## config.mk

```make
export PLATFORM = sky130hd
export DESIGN_NAME = joystick_autocenter_smoother_core_flat
export DESIGN_NICKNAME = d
export VERILOG_FILES = /design/src/sv/jas_pkg.sv /design/src/sv/jas_in_if.sv /design/src/sv/jas_out_if.sv /design/src/sv/joystick_autocenter_smoother_core.sv /design/src/flat_wrapper.sv
export SDC_FILE = /design/constraint.sdc
export NUM_CORES = 1
export LEC_CHECK = 0
export ABC_AREA = 1
export ABC_CLOCK_PERIOD_IN_PS = 8500
export BUFFER_PORTS_ARGS = -buffer_cell sky130_fd_sc_hd__buf_4
export CAP_MARGIN = 10
export CORE_MARGIN = 2
export CORE_UTILIZATION = 46
export DETAILED_ROUTE_END_ITERATION = 8
export HOLD_SLACK_MARGIN = 0.06
export PLACE_DENSITY = 0.64
export SLEW_MARGIN = 0
export SYNTH_ARGS = -nofsm -noshare
export SYNTH_HDL_FRONTEND = slang
export SYNTH_SLANG_ARGS = --single-unit
```

## constraint.sdc

```tcl
create_clock -name clk -period 8.5 [get_ports clk]
set_input_delay 0.425 -clock clk [delete_from_list [all_inputs] [get_ports clk]]
set_output_delay 0.425 -clock clk [all_outputs]
set_load 0.05 [all_outputs]
```

## src/sv/jas_pkg.sv

```systemverilog
// Shared types and constants for the joystick auto-center smoother.
// No dependencies; imported by the channel interfaces and the core.
`timescale 1ns / 1ps
`default_nettype none

package jas_pkg;

  localparam int SAMPLE_W  = 12;
  localparam int FIX_SHIFT = 8;
  localparam int ACC_W     = SAMPLE_W + FIX_SHIFT;
  localparam int CFG_IDX_W = 2;

  typedef logic [SAMPLE_W-1:0]  sample_t;
  typedef logic [ACC_W-1:0]     acc_t;
  typedef logic [CFG_IDX_W-1:0] cfg_idx_t;

  // Register indexes
  localparam cfg_idx_t CFG_DEFAULT_CENTER = 2'd0;
  localparam cfg_idx_t CFG_MAX_SPREAD     = 2'd1;
  localparam cfg_idx_t CFG_CENTER_MIN     = 2'd2;
  localparam cfg_idx_t CFG_CENTER_MAX     = 2'd3;

  // Register reset values
  localparam sample_t RST_DEFAULT_CENTER = 12'd2048;
  localparam sample_t RST_MAX_SPREAD     = 12'd100;
  localparam sample_t RST_CENTER_MIN     = 12'd1200;
  localparam sample_t RST_CENTER_MAX     = 12'd2900;

  localparam sample_t SAMPLE_MAX = 12'd4095;

endpackage

`default_nettype wire

```

## src/sv/jas_in_if.sv

```systemverilog
// Input channel: one raw steering sample per request.
// Depends on jas_pkg.
`timescale 1ns / 1ps
`default_nettype none

interface jas_in_if;
  import jas_pkg::*;

  logic    valid;
  logic    ready;
  sample_t raw_sample;

  modport source (output valid, output raw_sample, input ready);
  modport sink   (input valid, input raw_sample, output ready);
endinterface

`default_nettype wire

```

## src/sv/jas_out_if.sv

```systemverilog
// Result channel: calibration flag, current center and smoothed value.
// Depends on jas_pkg.
`timescale 1ns / 1ps
`default_nettype none

interface jas_out_if;
  import jas_pkg::*;

  logic    valid;
  logic    ready;
  logic    calibrated;
  sample_t center_value;
  sample_t smoothed;

  modport source (output valid, output calibrated, output center_value, output smoothed,
                  input ready);
  modport sink   (input valid, input calibrated, input center_value, input smoothed,
                  output ready);
endinterface

`default_nettype wire

```

## src/sv/joystick_autocenter_smoother_core.sv

```systemverilog
// Joystick auto-center calibration with exponential smoothing.
// Each accepted sample's result is loaded into the output register in the cycle after it is accepted.
// Throughput: 1 sample per cycle unless out_ch stalls a full output register; the whole update
// (window sum, reciprocal multiply for the window mean, bound checks, filter step) is combinational.
// Reset (rst_n low, synchronous): registers to defaults, calibrating, window cleared,
// center and filter at the default center, output register empty.
`timescale 1ns / 1ps
`default_nettype none

module joystick_autocenter_smoother_core #(
  parameter int WINDOW_LEN = 64
) (
  input  wire                 clk,
  input  wire                 rst_n,
  jas_in_if.sink              in_ch,
  jas_out_if.source           out_ch,
  input  wire                 cfg_we,
  input  jas_pkg::cfg_idx_t   cfg_index,
  input  jas_pkg::sample_t    cfg_wdata
);
  import jas_pkg::*;

  localparam int CNT_W  = $clog2(WINDOW_LEN);
  localparam int SUM_W  = SAMPLE_W + CNT_W;
  localparam int DIV_SH = SUM_W + CNT_W;
  localparam int RCP_W  = SUM_W + 1;
  localparam int PRD_W  = SUM_W + RCP_W;
  localparam int DIF_W  = ACC_W + 1;
  // ceil(2^DIV_SH / WINDOW_LEN): exact quotient for every sum below 2^SUM_W
  localparam longint unsigned RCP_VAL =
    ((64'd1 << DIV_SH) + 64'(WINDOW_LEN) - 64'd1) / 64'(WINDOW_LEN);
  localparam logic [RCP_W-1:0] RCP      = RCP_W'(RCP_VAL);
  localparam logic [CNT_W-1:0] CNT_LAST = CNT_W'(WINDOW_LEN - 1);

  // Configuration registers
  sample_t max_spread_r, center_min_r, center_max_r;

  // Block state
  logic             cal_r;
  logic [SUM_W-1:0] sum_r;
  logic [CNT_W-1:0] count_r;
  sample_t          min_r, max_r;
  sample_t          center_r;
  acc_t             acc_r;

  // Output register
  logic    out_valid_r;
  logic    out_cal_r;
  sample_t out_center_r, out_smooth_r;

  logic accept;
  assign in_ch.ready = !out_valid_r || out_ch.ready;
  assign accept      = in_ch.valid && in_ch.ready;

  sample_t             raw;
  logic [SUM_W-1:0]    sum_nxt;
  sample_t             min_nxt, max_nxt;
  logic [PRD_W-1:0]    prod;
  sample_t             mean;
  logic                win_end, lock;
  acc_t                acc_base, acc_nxt;
  logic signed [DIF_W-1:0] diff, half, acc_sum;

  always_comb begin
    raw     = in_ch.raw_sample;
    sum_nxt = sum_r + SUM_W'(raw);
    min_nxt = (raw < min_r) ? raw : min_r;
    max_nxt = (raw > max_r) ? raw : max_r;
    prod    = PRD_W'(sum_nxt) * PRD_W'(RCP);
    mean    = prod[DIV_SH +: SAMPLE_W];
    win_end = cal_r && (count_r == CNT_LAST);
    lock    = win_end && ((max_nxt - min_nxt) <= max_spread_r) &&
              (mean >= center_min_r) && (mean <= center_max_r);
    acc_base = lock ? {mean, FIX_SHIFT'(0)} : acc_r;
    diff     = $signed({1'b0, raw, FIX_SHIFT'(0)}) - $signed({1'b0, acc_base});
    // halve, truncating toward zero
    half     = (diff + (diff[DIF_W-1] ? DIF_W'(1) : DIF_W'(0))) >>> 1;
    acc_sum  = $signed({1'b0, acc_base}) + half;
    acc_nxt  = acc_sum[ACC_W-1:0];
  end

  always_ff @(posedge clk) begin
    if (!rst_n) begin
      max_spread_r     <= RST_MAX_SPREAD;
      center_min_r     <= RST_CENTER_MIN;
      center_max_r     <= RST_CENTER_MAX;
    end else if (cfg_we) begin
      case (cfg_index)
        // acts only on the center and filter preset below
        CFG_DEFAULT_CENTER: ;
        CFG_MAX_SPREAD:     max_spread_r     <= cfg_wdata;
        CFG_CENTER_MIN:     center_min_r     <= cfg_wdata;
        CFG_CENTER_MAX:     center_max_r     <= cfg_wdata;
        default: ;
      endcase
    end
  end

  always_ff @(posedge clk) begin
    if (!rst_n) begin
      cal_r    <= 1'b1;
      sum_r    <= '0;
      count_r  <= '0;
      min_r    <= SAMPLE_MAX;
      max_r    <= '0;
      center_r <= RST_DEFAULT_CENTER;
      acc_r    <= {RST_DEFAULT_CENTER, FIX_SHIFT'(0)};
    end else if (accept) begin
      acc_r <= acc_nxt;
      if (cal_r) begin
        if (win_end) begin
          sum_r   <= '0;
          count_r <= '0;
          min_r   <= SAMPLE_MAX;
          max_r   <= '0;
        end else begin
          sum_r   <= sum_nxt;
          count_r <= count_r + CNT_W'(1);
          min_r   <= min_nxt;
          max_r   <= max_nxt;
        end
      end
      if (lock) begin
        cal_r    <= 1'b0;
        center_r <= mean;
      end
    end else if (cfg_we && (cfg_index == CFG_DEFAULT_CENTER) && cal_r) begin
      // preset center and filter while still calibrating
      center_r <= cfg_wdata;
      acc_r    <= {cfg_wdata, FIX_SHIFT'(0)};
    end
  end

  always_ff @(posedge clk) begin
    if (!rst_n) begin
      out_valid_r <= 1'b0;
    end else begin
      out_valid_r <= accept || (out_valid_r && !out_ch.ready);
    end
  end

  always_ff @(posedge clk) begin
    if (accept) begin
      out_cal_r    <= !cal_r || lock;
      out_center_r <= lock ? mean : center_r;
      out_smooth_r <= acc_nxt[ACC_W-1 -: SAMPLE_W];
    end
  end

  assign out_ch.valid        = out_valid_r;
  assign out_ch.calibrated   = out_cal_r;
  assign out_ch.center_value = out_center_r;
  assign out_ch.smoothed     = out_smooth_r;

endmodule

`default_nettype wire
```

## src/flat_wrapper.sv

```systemverilog
// flat-port wrapper written by rule: the top's interface ports become plain ports
module joystick_autocenter_smoother_core_flat import jas_pkg::*;
#(
  parameter int WINDOW_LEN = 64
)
  (clk, rst_n, cfg_we, cfg_index, cfg_wdata, in_ch_valid, in_ch_raw_sample, in_ch_ready, out_ch_valid, out_ch_calibrated, out_ch_center_value, out_ch_smoothed, out_ch_ready);
  jas_in_if in_ch_i ();
  jas_out_if out_ch_i ();
  input  wire clk;
  input  wire rst_n;
  input  wire cfg_we;
  input  jas_pkg::cfg_idx_t cfg_index;
  input  jas_pkg::sample_t cfg_wdata;
  input wire logic [$bits(in_ch_i.valid)-1:0] in_ch_valid;
  input wire logic [$bits(in_ch_i.raw_sample)-1:0] in_ch_raw_sample;
  output wire logic [$bits(in_ch_i.ready)-1:0] in_ch_ready;
  output wire logic [$bits(out_ch_i.valid)-1:0] out_ch_valid;
  output wire logic [$bits(out_ch_i.calibrated)-1:0] out_ch_calibrated;
  output wire logic [$bits(out_ch_i.center_value)-1:0] out_ch_center_value;
  output wire logic [$bits(out_ch_i.smoothed)-1:0] out_ch_smoothed;
  input wire logic [$bits(out_ch_i.ready)-1:0] out_ch_ready;
  assign in_ch_i.valid = in_ch_valid;
  assign in_ch_i.raw_sample = in_ch_raw_sample;
  assign in_ch_ready = in_ch_i.ready;
  assign out_ch_valid = out_ch_i.valid;
  assign out_ch_calibrated = out_ch_i.calibrated;
  assign out_ch_center_value = out_ch_i.center_value;
  assign out_ch_smoothed = out_ch_i.smoothed;
  assign out_ch_i.ready = out_ch_ready;
  joystick_autocenter_smoother_core #(.WINDOW_LEN(WINDOW_LEN)) u_core (.clk(clk), .rst_n(rst_n), .in_ch(in_ch_i), .out_ch(out_ch_i), .cfg_we(cfg_we), .cfg_index(cfg_index), .cfg_wdata(cfg_wdata));
endmodule
```

## Word level (Yosys, flattened, before mapping)

Index checks and enable logic that the tools add are counted.

| operators by class | value |
|---|---|
| $add $sub $neg | 6 |
| multipliers | 0 |
| divide/modulo/power cells | 0 |
| magnitude comparators | 5 |
| equal/unequal tests | 4 |
| shift operators | 0 |
| mux-type cells | 13 |
| bitwise operators | 0 |
| reductions and logical operators | 21 |

Operators with widths:

| operator | count |
|---|---|
| 2-to-1 mux 12 bit | 7 |
| 2-to-1 mux 20 bit | 3 |
| <= comparator 12 bit | 2 |
| adder 21 x 2 -> 21 bit | 1 |
| subtractor 20 x 20 -> 21 bit | 1 |
| adder 20 bit | 1 |
| adder 18 x 12 -> 18 bit | 1 |
| 2-to-1 mux 18 bit | 1 |
| >= comparator 12 bit | 1 |
| greater-than comparator 12 bit | 1 |
| less-than comparator 12 bit | 1 |
| subtractor 12 bit | 1 |
| AND reduction 2 bit | 5 |
| logical AND 1 bit | 8 |
| adder 6 x 1 -> 6 bit (second input constant) | 1 |
| == test 6 bit (second input constant) | 1 |
| 2-to-1 mux 6 bit | 1 |
| == test 2 bit (second input constant) | 2 |
| zero test 1 bit | 3 |
| logical OR 1 bit | 3 |
| == test 2 x 1 -> 1 bit (second input constant) | 1 |
| zero test 2 bit | 1 |
| nonzero test 2 bit | 1 |
| 2-to-1 mux 1 bit | 1 |

| word-level totals | value |
|---|---|
| bits in registers | 143 |
| latch bits | 0 |
| memory bits (writable) | 0 |
| bits in read-only memories | 0 |
| input bits | 31 |
| output and inout bits | 27 |
| logic and storage cells | 63 |
| memories kept | 0 |

## Longest topological paths before layout

| logic depth | value |
|---|---|
| depth in word-level cells | 13 |
| depth in mapped cells | 75 |
| gate-level depth less buffers | 73 |

## Least setup slack after synthesis

Ideal clock, no wire load.

| path | value |
|---|---|
| path kind | input-to-reg |
| start | in in_ch_raw_sample[1] |
| end | reg u_core.out_smooth_r[11] (netlist: u_core.out_ch.smoothed[11]) (data pin) |
| arrival time | 8.745 ns |
| data required time | 8.245 ns |
| setup slack | -0.499 ns |
| stages on the path | 65 |
| path buffers | 2 |
| cells stage by stage | ha_1 -> a21boi_0 -> o211ai_1 -> nand2_1 -> a21oi_1 -> o21ai_0 -> a31oi_1 -> nand2_1 -> clkbuf_1 -> o21ai_0 -> ha_1 -> inv_1 -> fa_1 -> nand3_1 -> nand2_1 -> a21oi_1 -> o21bai_1 -> a21oi_1 -> (+29 left out) -> nand2_1 -> nor2_1 -> nand2_1 -> nor2_2 -> nand2_2 -> nor2_2 -> nand4_2 -> nor2_4 -> xor2_1 -> inv_1 -> ha_1 -> nand2_1 -> nor2_1 -> nand2_1 -> nor4_1 -> a21oi_1 -> nand3b_1 -> and2_1 |

| between the ends | value |
|---|---|
| word-level cells in the longest chain between the ends | 12 |
| elaborated cells on any way between the ends | 17 |
| classes of those cells | add/sub (5); order compare (5); mux (4); reduce/logical (3) |

RTL lines:

| item | RTL line | RTL |
|---|---|---|
| start: declaration | flat_wrapper.sv:15 | `input wire logic [$bits(in_ch_i.raw_sample)-1:0] in_ch_raw_sample;` |
| greater-than comparator 12 bit / less-than comparator 12 bit (equally long branches) | joystick_autocenter_smoother_core.sv:68, joystick_autocenter_smoother_core.sv:67 |  |
| 2-to-1 mux 12 bit, on equally long branches | joystick_autocenter_smoother_core.sv:68, joystick_autocenter_smoother_core.sv:67 |  |
| subtractor 12 bit | joystick_autocenter_smoother_core.sv:72 | `lock = win_end && ((max_nxt - min_nxt) <= max_spread_r) &&` |
| <= comparator 12 bit | joystick_autocenter_smoother_core.sv:72 |  |
| logical AND 1 bit (2 in a row) | joystick_autocenter_smoother_core.sv:72 |  |
| logical AND 1 bit | joystick_autocenter_smoother_core.sv:73 | `(mean >= center_min_r) && (mean <= center_max_r);` |
| 2-to-1 mux 20 bit | joystick_autocenter_smoother_core.sv:74 | `acc_base = lock ? {mean, FIX_SHIFT'(0)} : acc_r;` |
| subtractor 20 x 20 -> 21 bit | joystick_autocenter_smoother_core.sv:75 | `diff = $signed({1'b0, raw, FIX_SHIFT'(0)}) - $signed({1'b0, acc_base});` |
| 2-to-1 mux 1 bit | joystick_autocenter_smoother_core.sv:77 | `half = (diff + (diff[DIF_W-1] ? DIF_W'(1) : DIF_W'(0))) >>> 1;` |
| adder 21 x 2 -> 21 bit | joystick_autocenter_smoother_core.sv:77 |  |
| adder 20 bit * | joystick_autocenter_smoother_core.sv:78 | `acc_sum = $signed({1'b0, acc_base}) + half;` |
| via u_core.acc_sum[19] | joystick_autocenter_smoother_core.sv:62 | `logic signed [DIF_W-1:0] diff, half, acc_sum;` |
| end signal: assignment | joystick_autocenter_smoother_core.sv:146 | `out_smooth_r <= acc_nxt[ACC_W-1 -: SAMPLE_W];` |
| end: declaration | joystick_autocenter_smoother_core.sv:49 | `sample_t out_center_r, out_smooth_r;` |

The timed path passes the listed nets; every way through them passes the cells marked *.
A chain may end at the register's enable or synchronous reset.

## Worst setup path in the final report

| path | value |
|---|---|
| start | reg u_core.min_r[1] |
| end | reg u_core.out_smooth_r[10] (netlist: u_core.out_ch.smoothed[10]) (data pin) |

| between the ends | value |
|---|---|
| word-level cells in the longest chain between the ends | 12 |

RTL lines:

| item | RTL line | RTL |
|---|---|---|
| start: declaration | joystick_autocenter_smoother_core.sv:42 | `sample_t min_r, max_r;` |
| start signal: assignment | joystick_autocenter_smoother_core.sv:119 | `min_r <= min_nxt;` |
| less-than comparator 12 bit | joystick_autocenter_smoother_core.sv:67 | `min_nxt = (raw < min_r) ? raw : min_r;` |
| 2-to-1 mux 12 bit * | joystick_autocenter_smoother_core.sv:67 |  |
| subtractor 12 bit * | joystick_autocenter_smoother_core.sv:72 |  |
| <= comparator 12 bit * | joystick_autocenter_smoother_core.sv:72 |  |
| logical AND 1 bit * (2 in a row) | joystick_autocenter_smoother_core.sv:72 |  |
| logical AND 1 bit * | joystick_autocenter_smoother_core.sv:73 |  |
| 2-to-1 mux 20 bit * | joystick_autocenter_smoother_core.sv:74 |  |
| subtractor 20 x 20 -> 21 bit | joystick_autocenter_smoother_core.sv:75 |  |
| 2-to-1 mux 1 bit | joystick_autocenter_smoother_core.sv:77 |  |
| adder 21 x 2 -> 21 bit | joystick_autocenter_smoother_core.sv:77 |  |
| adder 20 bit * | joystick_autocenter_smoother_core.sv:78 |  |
| via u_core.acc_sum[18] | joystick_autocenter_smoother_core.sv:62 |  |

Marked as above.

==> summary.md <==
| Metric | Value |
|---|---|
| Slew HR | roughly two fifths |
| FF+latch count, synth | ~140 |
| Hold slack | roughly 0.26 ns |
| Global Route Usage Sum | 27.4% |
| Pleak | 0.00715 uW |
| CP startpoint kind | flip-flop |
| Net Sw Frac | between 40 and 50% |
| Max clock buf depth | 2 |
| PortBufs | between 50 and 60 |
| CTS root buf | clkbuf_16 |
| Clk pin slew, worst setup/hold paths | 0.07 ns |
| HP Class | input port to flip-flop |
| Worst-Margin Slew | between 0.8 and 0.9 ns |
| Max cap viols | 0 |
| CP Capture Type | flip-flop |
| Final Setup Violations | 20 |
| Area growth, synth to finish | 38.3% |
| Clock power frac | 13.2% |
| Number of vias per cell | approximately 5.2 |
| Cells after synthesis | 1549 |
| Net Count, Synth | 1698 |
| XOR/XNOR share of the synthesized area | under 10% |
| Initial antenna violation count | 0 |
| Hold_buf cts | 0 |
| Worst r2r dst | u_core.out_ch.smoothed[10] |
| Nets | 1991 |
| Slowest cell on the critical path | ha_1 |
| Fmax | around 110 MHz |
| Peak VDD IR | roughly 0.20 mV |
| Status | finished with violations |
| Mux cell area share after synthesis | 0% |
| Synth cell types | 60 |
| Final hold vios | 0 |
| Boundary Pins | 58 |
| Crit-path max cell delay | around 0.38 ns |
| Synth top area cells | dfxtp_1, ha_1, nand2_1 |
| Antenna diode count | 0 |
| DR WL/cell | approximately 16 um |
| Die footprint | roughly 25000 um2 |
| Tcrit/Tclk final | 108% |
| Pwr per Cell Area | about 370 nW/um2 |
| Critical path arrival | 9.37 ns |
| Critical Path RT | ~8.7 ns |
| Mapped cell area | approximately 11000 um2 |
| Crit path time final | 9.18 ns |
| Placed instance count | between 2000 and 2500 |
| Max Slew Vio Count | 0 |
| Psw | about 2600 uW |
| First-pass GRT wire length | roughly 53000 um |
| Vias | about 11000 |
| FF-to-FF Start | u_core.min_r[1] |
| FP Rows | 55 |
| Pre-CTS setup slack | -0.990 ns |
| Core area | ~23000 um2 |
| EDFF count, synth | 25 |
| Yosys top cell area share | between 20% and 30% |
| Sequential group share of total power | 16.0% |
| Simple-gate share of the synthesized area | 24.4% |
| CTS tree | done |
| Die X | around 160 um |
| CP delay by family, top | simple AND/OR/NAND/NOR gates |
| Setup Skew | 0.00830 ns |
| CP Class | flip-flop to flip-flop |
| Post-Layout Cell Count | between 2000 and 2500 |
| Synth Area per Inst | a little under 7 um2 |
| Largest net degree at the start of global routing | 69 |
| Dpl hpwl | 25100 um |
| Initial Utilization | 47.1% |
| Die height | between 150 and 200 um |
| CP Max Fanout | 8 |
| GP Congestion | 0.923 |
| 1st-pass router iterations | 5 |
| Largest family of logic cells by synthesized area | simple AND/OR/NAND/NOR gates |
| Inserted Clock Buffers | 17 |
| R2r setup slk | -0.68 ns |
| Synth Area in Compound Gates | a little under a fifth |
| Syn. warnings | 0 |
| Bufs and invs on worst path | 11 |
| RSZ-0062 raised after global routing | yes |
| CP Launch Point | u_core.min_r[1] |
| Drt total wl | about 35000 um |
| Commonest register cell after synthesis | dfxtp_1 |
| Area leader, netlist | dfxtp_1 |
| Vias in the first global route | between 10000 and 15000 |
| Synth Area in Adders | about 14% |
| Layout cell share with drive strength beyond 1 | between 30% and 40% |
| Register area share after synthesis | between 20% and 30% |
| Skew-Pair Late Insertion Delay | between 0.4 and 0.5 ns |
| Gr ovfl total | 0 |
| Combinational fraction of design power | 70.8% |
| Initial drt markers | 820 |
| CP endpoint | u_core.out_ch.smoothed[10] |
| Post-DRT Antenna Nets | 0 |
| H-tree Lvls | 4 |
| Worst R2R Path Depth | 67 |
| Failing checks | negative setup slack |
| Setup slack after layout | -0.681 ns |
| Synth async-reset ratio | 0% |
| Instance count on the critical path | 67 |
| Int Power | 2940 uW |
| Clock Sinks | between 100 and 150 |
| DRC errors left | 0 |
power by group through the flow:
| stage | Combinational [uW] | Sequential [uW] | Clock, uW |
|---|---|---|---|
| floorplan | 1730 | 1000 | 0 |
| global placement | 3000 | 890 | 0 |
| detailed placement | 3030 | 892 | 0 |
| CTS | 3350 | 879 | 736 |
| global route | 4220 | 891 | 763 |
| finish | 3900 | 881 | 728 |
logic make-up after synthesis:
logic type / count (synthesis)
AND/OR/NAND/NOR: 597
adder cells (fa/ha/maj): 118
buffers and inverters: 288
flip-flops: 143
AO/OA/AOI/OAI: 359
XOR/XNOR: 44
worst reg2reg max path, delay by kind of cell, from the launching register on:
kind	cells	cell delay [ns]
xor+xnor	3	0.40
compound gates	19	2.46
flops	1	0.35
buf+inv	11	1.11
fa+ha+maj	7	1.80
simple gates	27	2.82
metal layers:
| metal | track usage, % | wire length [um] |
|---|---|---|
| met4 | 10.5 | 1230 |
| met2 | 44.3 | 15700 |
| met5 | 0 | 0 |
| met3 | 4.74 | 2280 |
| met1 | 36.5 | 15400 |
worst min-delay path by stage:
stage	slack, ns	to	startpoint	cells past startpoint
4_1_cts	0.26	u_core.out_ch.valid	in_ch_valid	3
3_3_place_gp	0.45	u_core.center_max_r[1]	u_core.center_max_r[1]	2
5_1_grt	0.27	u_core.center_max_r[8]	cfg_wdata[8]	3
3_5_place_dp	0.45	u_core.center_max_r[10]	u_core.center_max_r[10]	2
6_report	0.26	u_core.out_ch.valid	in_ch_valid	3
2_1_floorplan	0.43	u_core.acc_r[19]	u_core.acc_r[19]	2
metrics by stage:
step	TNS, ns	instance area (um2)	total power (uW)	util [%]
6_report	-6.99	14800	5510	65.2
4_1_cts	-2.23	14200	4970	62.6
5_1_grt	-23.51	14800	5870	65.2
3_5_place_dp	-12.42	13200	3920	57.9
3_3_place_gp	-8.33	13200	3890	57.9
2_1_floorplan	-0.0752	10900	2730	-
synth_stat cells, types with 13 or more instances:
cell / n
nand2_2: 14
dfxtp_1: 118
a21oi_1: 183
and2_1: 13
a31oi_1: 15
nor2_1: 96
clkbuf_1: 36
o21ai_0: 109
nand4_1: 14
inv_1: 239
xor2_1: 30
ha_1: 115
nand2_1: 359
nand3_1: 48
edfxtp_1: 25
layout by cell type (no fill, tap or decap), types with 4 or more instances in the layout:
master | synthesis | layout
nand2_1 | 359 | 326
buf_4 | 0 | 292
inv_1 | 239 | 220
a21oi_1 | 183 | 143
dfxtp_1 | 118 | 117
ha_1 | 115 | 99
o21ai_0 | 109 | 80
nor2_1 | 96 | 79
nand2_2 | 14 | 39
a21oi_2 | 0 | 34
nand3_1 | 48 | 33
xor2_1 | 30 | 29
inv_2 | 8 | 27
edfxtp_1 | 25 | 25
o21ai_1 | 6 | 22
nor2_2 | 9 | 21
clkbuf_16 | 0 | 18
buf_6 | 1 | 17
nand3_2 | 3 | 16
nand4_1 | 14 | 14
ha_4 | 0 | 14
a31oi_1 | 15 | 13
o21ai_2 | 4 | 12
o211ai_1 | 11 | 11
and2_1 | 13 | 9
xnor2_1 | 9 | 9
nor3_1 | 12 | 8
nand2_4 | 1 | 8
a21oi_4 | 0 | 6
o21ai_4 | 1 | 6
nor2_4 | 1 | 6
a21o_1 | 5 | 5
or2_2 | 5 | 5
xor2_2 | 4 | 5
nand3b_1 | 5 | 5
clkinvlp_4 | 0 | 5
inv_4 | 0 | 4
o21bai_1 | 7 | 4
nor3_4 | 2 | 4
and2_4 | 0 | 4
layout make-up:
class,instances,area [um2]
well taps,313,392
flip-flops and latches,143,3110
multi-input cells,1118,7410
clock buffers,22,475
inverters,250,946
repair inverters,1,7.51
fillers,1907,7930
clock inverters,10,78.8
repair buffers,311,2420
sequential cells by signal, summed over array words and instances (netlist names):
name and flops:
u_core.out_ch.smoothed 12, u_core.out_ch.calibrated 1, u_core.center_max_r 12, u_core.cal_r 1
u_core.min_r 12, u_core.count_r 6, u_core.center_min_r 12, u_core.out_ch.valid 1
u_core.sum_r 18, u_core.max_spread_r 12, u_core.max_r 12, u_core.acc_r 20
u_core.center_r 12, u_core.out_ch.center_value 12
timing repair:
item                                   CTS  global route
pin swaps                               35            75
setup buffers                           25            16
setup endpoints to repair               24            28
endpoints found under the hold margin    0             0
resized for setup                       98           131
cloned                                   1             0
(Power assumes the default switching activity.)
